File: config.mk
export PLATFORM = sky130hd
export DESIGN_NAME = digit_lz_copy_decoder_core
export DESIGN_NICKNAME = d
export VERILOG_FILES = /design/src/rtl/core/dlzd_pkg.sv /design/src/rtl/core/dlzd_copy_engine.sv /design/src/rtl/core/digit_lz_copy_decoder_core.sv
export VERILOG_INCLUDE_DIRS = /design/src /design/src/rtl/core
export SDC_FILE = /design/constraint.sdc
export NUM_CORES = 1
export LEC_CHECK = 0
export CORE_UTILIZATION = 68
export DETAILED_ROUTE_END_ITERATION = 12
export DONT_BUFFER_PORTS = 1
export PLACE_DENSITY = 0.85
export SLEW_MARGIN = 5
export SYNTH_ARGS = -nofsm -noshare
export SYNTH_HDL_FRONTEND = slang
export SYNTH_SLANG_ARGS = --single-unit
File: constraint.sdc
create_clock -name i_clk -period 7.5 [get_ports i_clk]
set_input_delay 1.125 -clock i_clk [delete_from_list [all_inputs] [get_ports i_clk]]
set_output_delay 1.125 -clock i_clk [all_outputs]
set_load 0.05 [all_outputs]
File: src/rtl/core/digit_lz_copy_decoder_core_defines.svh
// shared assertion macros for the decoder core
`ifndef DIGIT_LZ_COPY_DECODER_CORE_DEFINES_SVH
`define DIGIT_LZ_COPY_DECODER_CORE_DEFINES_SVH

// same-cycle implication, checked outside reset
`define DLZD_ASSERT_IMP(lbl, ante, cons, msg) \
    lbl: assert property (@(posedge i_clk) disable iff (!i_rst_n) (ante) |-> (cons)) \
        else $error(msg);

// next-cycle implication, checked outside reset
`define DLZD_ASSERT_NXT(lbl, ante, cons, msg) \
    lbl: assert property (@(posedge i_clk) disable iff (!i_rst_n) (ante) |=> (cons)) \
        else $error(msg);

`endif

File: src/rtl/core/dlzd_pkg.sv
`timescale 1ns / 1ps
`default_nettype none

package dlzd_pkg;

    localparam int HISTORY_DEPTH = 9;
    localparam int HIST_AW = (HISTORY_DEPTH > 1) ? $clog2(HISTORY_DEPTH) : 1;
    localparam int CNT_W = $clog2(HISTORY_DEPTH + 1);
    localparam int DIGIT_W = 4;
    localparam logic [DIGIT_W-1:0] RUN_LIMIT = 4'd9;

    typedef logic [HIST_AW-1:0] t_hist_addr;
    typedef logic [DIGIT_W-1:0] t_digit;

    typedef struct packed {
        logic   vld;
        t_digit digit;
        logic   last;
        logic   err;
    } t_result;

endpackage

`default_nettype wire

File: src/rtl/core/dlzd_copy_engine.sv
`timescale 1ns / 1ps
`default_nettype none

`include "digit_lz_copy_decoder_core_defines.svh"

module dlzd_copy_engine (
    input  wire logic                  i_clk,
    input  wire logic                  i_rst_n,
    input  wire logic                  i_in_valid,
    output logic                       o_in_ready,
    input  wire logic [3:0]            i_distance,
    input  wire logic [3:0]            i_copy_length,
    input  wire logic                  i_res_ready,
    output dlzd_pkg::t_result          o_res
);

    localparam int PW = dlzd_pkg::HIST_AW + 1;
    localparam int CW = dlzd_pkg::CNT_W;
    localparam logic [PW-1:0] DEPTH_P = PW'(dlzd_pkg::HISTORY_DEPTH);
    localparam logic [CW-1:0] DEPTH_C = CW'(dlzd_pkg::HISTORY_DEPTH);
    localparam dlzd_pkg::t_hist_addr LAST_ADDR =
        dlzd_pkg::HIST_AW'(dlzd_pkg::HISTORY_DEPTH - 1);

    // history ring: newest digit sits just below the write pointer
    dlzd_pkg::t_digit r_mem [dlzd_pkg::HISTORY_DEPTH];
    dlzd_pkg::t_digit r_rdata;

    logic                 r_busy, n_busy;
    logic                 r_pend, n_pend;
    logic                 r_fwd, n_fwd;
    dlzd_pkg::t_digit     r_fwd_data;
    logic [3:0]           r_remain, n_remain;
    logic [3:0]           r_left, n_left;
    dlzd_pkg::t_hist_addr r_ra, n_ra;
    dlzd_pkg::t_hist_addr r_wp, n_wp;
    logic [CW-1:0]        r_count, n_count;

    logic                 in_acc, lit_hit, err_hit, cp_start, cp_out, iss, we;
    dlzd_pkg::t_digit     wdata, cp_digit;
    logic [3:0]           len_sat;
    logic [PW-1:0]        start_sum;
    dlzd_pkg::t_hist_addr start_ra;

    assign o_in_ready = !r_busy && i_res_ready;
    assign in_acc     = i_in_valid && o_in_ready;
    assign lit_hit    = in_acc && (i_distance == 4'd0);
    assign err_hit    = in_acc && (i_distance != 4'd0) && (i_copy_length != 4'd0) &&
                        ({{CW{1'b0}}, i_distance} > {4'd0, r_count});
    assign cp_start   = in_acc && (i_distance != 4'd0) && (i_copy_length != 4'd0) &&
                        !err_hit;
    assign len_sat    = (i_copy_length > dlzd_pkg::RUN_LIMIT) ? dlzd_pkg::RUN_LIMIT
                                                              : i_copy_length;

    // distance never exceeds the fill count, so one subtract wraps the ring
    assign start_sum = {1'b0, r_wp} + DEPTH_P - PW'(i_distance);
    assign start_ra  = (start_sum >= DEPTH_P) ? dlzd_pkg::HIST_AW'(start_sum - DEPTH_P)
                                              : dlzd_pkg::HIST_AW'(start_sum);

    assign cp_out   = r_pend && i_res_ready;
    assign cp_digit = r_fwd ? r_fwd_data : r_rdata;
    assign iss      = r_busy && (r_remain != 4'd0) && (!r_pend || cp_out);
    assign we       = lit_hit || cp_out;
    assign wdata    = lit_hit ? i_copy_length : cp_digit;

    always_comb begin
        n_busy   = r_busy;
        n_pend   = r_pend;
        n_remain = r_remain;
        n_left   = r_left;
        n_ra     = r_ra;
        n_wp     = r_wp;
        n_count  = r_count;
        n_fwd    = r_fwd;

        if (cp_start) begin
            n_busy   = 1'b1;
            n_remain = len_sat;
            n_left   = len_sat;
            n_ra     = start_ra;
        end
        if (iss) begin
            n_remain = r_remain - 4'd1;
            n_ra     = (r_ra == LAST_ADDR) ? '0 : r_ra + 1'b1;
            // read of the slot being written this cycle takes the write data
            n_fwd    = we && (r_ra == r_wp);
        end
        if (iss) begin
            n_pend = 1'b1;
        end else if (cp_out) begin
            n_pend = 1'b0;
        end
        if (cp_out) begin
            n_left = r_left - 4'd1;
            if (r_left == 4'd1) begin
                n_busy = 1'b0;
            end
        end
        if (we) begin
            n_wp = (r_wp == LAST_ADDR) ? '0 : r_wp + 1'b1;
            if (r_count < DEPTH_C) begin
                n_count = r_count + 1'b1;
            end
        end
    end

    always_ff @(posedge i_clk) begin
        if (!i_rst_n) begin
            r_busy   <= 1'b0;
            r_pend   <= 1'b0;
            r_fwd    <= 1'b0;
            r_remain <= '0;
            r_left   <= '0;
            r_ra     <= '0;
            r_wp     <= '0;
            r_count  <= '0;
        end else begin
            r_busy   <= n_busy;
            r_pend   <= n_pend;
            r_fwd    <= n_fwd;
            r_remain <= n_remain;
            r_left   <= n_left;
            r_ra     <= n_ra;
            r_wp     <= n_wp;
            r_count  <= n_count;
        end
    end

    always_ff @(posedge i_clk) begin
        if (we) begin
            r_mem[r_wp] <= wdata;
        end
        if (iss) begin
            r_rdata <= r_mem[r_ra];
        end
        if (iss && n_fwd) begin
            r_fwd_data <= wdata;
        end
    end

    always_comb begin
        o_res.vld   = lit_hit || err_hit || cp_out;
        o_res.digit = cp_out ? cp_digit : (lit_hit ? i_copy_length : '0);
        o_res.last  = cp_out ? (r_left == 4'd1) : 1'b1;
        o_res.err   = err_hit;
    end

    `DLZD_ASSERT_IMP(a_pend_busy, r_pend, r_busy, "read pending while engine idle")
    `DLZD_ASSERT_IMP(a_count_max, 1'b1, r_count <= DEPTH_C, "fill count beyond depth")
    `DLZD_ASSERT_IMP(a_wp_range, 1'b1, r_wp <= LAST_ADDR, "write pointer out of range")
    `DLZD_ASSERT_NXT(a_last_done, cp_out && (r_left == 4'd1), !r_busy,
                     "engine still busy after final digit")
    `DLZD_ASSERT_IMP(a_issue_cnt, r_busy, r_remain <= r_left, "issued more reads than digits")

endmodule

`default_nettype wire

File: src/rtl/core/digit_lz_copy_decoder_core.sv
// a literal or error result shows on the output in the cycle after its beat; a copy
// registers its read address, reads the history ring, then loads one digit per cycle
// into the output register unless it stalls; the history ring read, write-back and
// forwarding loop sets that rate. The input waits during a copy of up to 9 digits.
// reset: synchronous, active low; clears fill count, pointers and output valid.
`timescale 1ns / 1ps
`default_nettype none

module digit_lz_copy_decoder_core (
    input  wire logic       i_clk,
    input  wire logic       i_rst_n,
    input  wire logic       i_s_tvalid,
    output logic            o_s_tready,
    input  wire logic [7:0] i_s_tdata,   // distance[3:0], copy_length[7:4]
    output logic            o_m_tvalid,
    input  wire logic       i_m_tready,
    output logic [7:0]      o_m_tdata,   // digit[3:0], zero[7:4]
    output logic            o_m_tlast,
    output logic            o_m_tuser    // error[0]
);

    dlzd_pkg::t_result res;
    logic              can_load;
    logic              r_m_valid;
    dlzd_pkg::t_digit  r_m_digit;
    logic              r_m_last;
    logic              r_m_err;

    assign can_load = !r_m_valid || i_m_tready;

    dlzd_copy_engine u_engine (
        .i_clk         (i_clk),
        .i_rst_n       (i_rst_n),
        .i_in_valid    (i_s_tvalid),
        .o_in_ready    (o_s_tready),
        .i_distance    (i_s_tdata[3:0]),
        .i_copy_length (i_s_tdata[7:4]),
        .i_res_ready   (can_load),
        .o_res         (res)
    );

    always_ff @(posedge i_clk) begin
        if (!i_rst_n) begin
            r_m_valid <= 1'b0;
        end else if (can_load) begin
            r_m_valid <= res.vld;
        end
    end

    always_ff @(posedge i_clk) begin
        if (can_load && res.vld) begin
            r_m_digit <= res.digit;
            r_m_last  <= res.last;
            r_m_err   <= res.err;
        end
    end

    assign o_m_tvalid = r_m_valid;
    assign o_m_tdata  = {4'd0, r_m_digit};
    assign o_m_tlast  = r_m_last;
    assign o_m_tuser  = r_m_err;

endmodule

`default_nettype wire

==> results.md <==
- Worst skew pair latency: 0.35 ns
- Critical path capture point type: flop
- All-layer global routing usage: 0.273
- Most common cell after layout, fill and taps aside: edfxtp_1
- Final WS setup: 4.48 ns
- Worst reg2reg startpoint: u_engine.r_wp[1]
- Hold wc startpoint: u_engine.r_count[3]
- Synthesis-to-layout area growth: 5.77%
- CP max stage delay: 0.44 ns
- CTS tree: yes
- Buffer count from post-CTS setup fixing: 0
- Reg2reg path depth: 12
- Post-DRT Antenna Nets: 0
- CTS resizes: 0
- Sequential fraction of the synthesis area: 0.508
- Final TNS setup: 0 ns
- P_sw: 0.228 mW
- Gate power share: 0.100
- Synthesized area: 0.00390 mm²
- Post-Syn Instances: 346
- Layout Skew: 0.00821 ns
- Post-Synth Adder-Cell Area: 0.0821
- Final Hold Viols: 0
- Relative slew slack: 0.305
- Clk root buf: clkbuf_8
- Post-Synth Simple-Gate Area: 0.159
- Clk pwr share: 0.377
- Inserted Clock Buffers: 9
- CTS Hold Bufs: 0
- VDD IR max: 115 µV
- Routed wire length per instance: 17.7 µm
- Setup Slack @ Placement: 4.16 ns
- Clock-pin slew on the worst setup and hold paths: 0.08 ns
- CP startpoint kind: primary input
- P_int: 0.670 mW
- N_diodes: 0
- Setup violators final: 0
- Clock buffer depth: 2
- Hold Crit Depth: 2
- Vias in the first global route: 2,564
- First-pass GRT wire length: 12,300 µm
- Worst flop-to-flop path endpoint: u_engine.r_ra[1]
- Vias: 2,584
- Iteration-0 DRC Markers: 255
- Async SR Flop Fraction: 0
- Most frequent cells in the layout: edfxtp_1 (50), nand2_1 (31), inv_1 (25)
- Crit-path slowest cell: fa_1
- Initial antenna violation count: 0
- Fmax: 0.331 GHz
- Remaining Overflow, GRT: 0
- Post-synth cell types: 65
- Pin count of the biggest net entering global routing: 19
- Sequential power share: 0.523
- Post-synth EDFFs: 50
- Clock sinks: 74
- Ys Warns: 0
- Final nets: 380
- GPL Wtd Cong: 0.816
- Status: finished, final reports clean
- RSZ-0062 raised after global routing: false
- DR pass1 iterations: 4
- Critical path, cell by cell: ha_1 > inv_1 > ha_1 > inv_1 > fa_1 > or2_2 > a32oi_1 > or3_4 > mux2_1 > nand2_1 > a31oi_1
- Switching share of total power: 0.254
- Worst Path Required: 7.72 ns
- Crit-path leading delay family: adder cells
- Dpl hpwl: 5300 µm
- Synth Flop Type: edfxtp_1
- Post-synthesis mux area share: 0.0722
- Syn_area_per_cell: 11.3 µm²
- Die area: 0.00604 mm²
- Cells after DPL: 404
- Crit-path max FO: 5
- Post-synthesis share of cell area spent on xor and xnor gates: 0.0225
- Core Area: 0.00551 mm²
- Layout cells sized above 1: 0.109
- Starting Density: 0.708
- Max-Cap Viols: 0
- H-Tree Depth: 3
- Pins Over Slew Limit: 0
- WP buf/inv: 2
- Fin crit period: 3.02 ns
- FILL cells: 357
- Crit path kind: in -> reg
- Ports: 24
- Synth Area in Compound Gates: 0.106
- Chip Height: 77.7 µm
- Post-Layout Cell Count: 420
- #FFs+latches synth: 74
- DRC: 0
- R2R Setup Slk: 4.62 ns
- Die X: 77.7 µm
- Pwr Density: 218 mW/mm²
- Fin crit share: 0.403
- Data arrival, critical path: 3.24 ns
- Lkg Pwr: 1.47 nW
- DRT Wirelength: 7450 µm
- Hold EP: u_engine.r_count[3]
- Rows: 27
- Worst slew pin tran: 1.03 ns
- Drt via density: 6.15
- Hold WC Path Type: reg -> reg
- I/O Buffers: 0
- Final core utilization: 0.749
- Largest family of logic cells by synthesized area: simple AND/OR/NAND/NOR gates
[power by group through the flow]
stage	Combinational (mW)	Sequential [mW]	Clock, mW
floorplan	0.0795	0.472	0
detailed placement	0.0882	0.479	0
finish	0.0899	0.470	0.339
global placement	0.0838	0.478	0
global route	0.0990	0.472	0.356
CTS	0.0898	0.470	0.342
[cell usage after synthesis, types with 4 or more instances]
cell / instances / area share
ha_1: 24 / 0.077
nand2b_1: 7 / 0.011
clkbuf_1: 5 / 0.0048
and2_1: 9 / 0.014
a31oi_1: 7 / 0.011
xnor2_1: 9 / 0.020
o22ai_1: 4 / 0.0064
a21oi_1: 24 / 0.031
nand3_1: 8 / 0.010
edfxtp_1: 50 / 0.38
mux2i_1: 9 / 0.023
buf_2: 5 / 0.0064
nand2_1: 31 / 0.030
nor3_1: 4 / 0.0051
nor2_1: 17 / 0.016
inv_1: 25 / 0.024
buf_4: 4 / 0.0077
mux4_2: 8 / 0.046
dfxtp_1: 24 / 0.12
o21ai_0: 13 / 0.017
[worst max-delay path by stage]
stage                     cells past startpoint                to         start  slack (ns)
after global routing                         11  u_engine.r_ra[1]  i_s_tdata[1]        4.38
after detailed placement                     11  u_engine.r_ra[1]  i_s_tdata[1]        4.16
after CTS                                    11  u_engine.r_ra[1]  i_s_tdata[1]        4.51
final                                        11  u_engine.r_ra[1]  i_s_tdata[1]        4.48
after global placement                       11  u_engine.r_ra[1]  i_s_tdata[1]        4.23
after floorplan                              10  u_engine.r_ra[1]  i_s_tdata[1]        4.31
[area by class of cell]
class | count | area [µm²] | share of cell area
clock inverters | 6 | 88.8 | 0.0215
well taps | 72 | 90.1 | 0.0218
flip-flops and latches | 74 | 1980 | 0.480
inverters | 27 | 101 | 0.0246
multi-input cells | 231 | 1740 | 0.421
clock buffers | 10 | 128 | 0.0309
[per-stage QoR]
| stage | area (µm²) | hold slack [ns] | total power, mW |
|---|---|---|---|
| finish | 4130 | 0.489 | 0.898 |
| global placement | 3910 | 0.480 | 0.562 |
| floorplan | 3910 | 0.456 | 0.552 |
| CTS | 4130 | 0.493 | 0.902 |
| detailed placement | 3910 | 0.482 | 0.567 |
| global route | 4130 | 0.527 | 0.927 |
[routing by layer]
layer | vias up | track usage | share of wire
met5 | - | 0 | 0
met2 | 86 | 0.461 | 0.52
met3 | 13 | 0.0494 | 0.056
li1 | 1239 | - | -
met1 | 1246 | 0.331 | 0.41
met4 | 0 | 0.147 | 0.019
[flip-flops by register name, summed over array words and instances (netlist names)]
signal               flops
u_engine.r_mem          36
r_m_digit                4
u_engine.r_count         4
u_engine.r_fwd_data      4
u_engine.r_left          4
u_engine.r_ra            4
u_engine.r_rdata         4
u_engine.r_remain        4
u_engine.r_wp            4
o_m_tlast                1
o_m_tuser                1
o_m_tvalid               1
u_engine.r_busy          1
u_engine.r_fwd           1
u_engine.r_pend          1
[logic make-up after synthesis]
family          count (synthesis)
compound gates                 67
other cells                     1
simple gates                  107
fa+ha+maj                      25
flops                          74
mux                            18
xor+xnor                       10
buf+inv                        44
[worst min-delay path, delay by kind of cell, from the launching register on]
| family | cells | cell delay [ns] |
|---|---|---|
| DFF | 1 | 0.30 |
| buffers and inverters | 1 | 0.08 |
| AOI/OAI and AO/OA | 1 | 0.06 |
No activity file was read; power rests on OpenSTA's default activity.
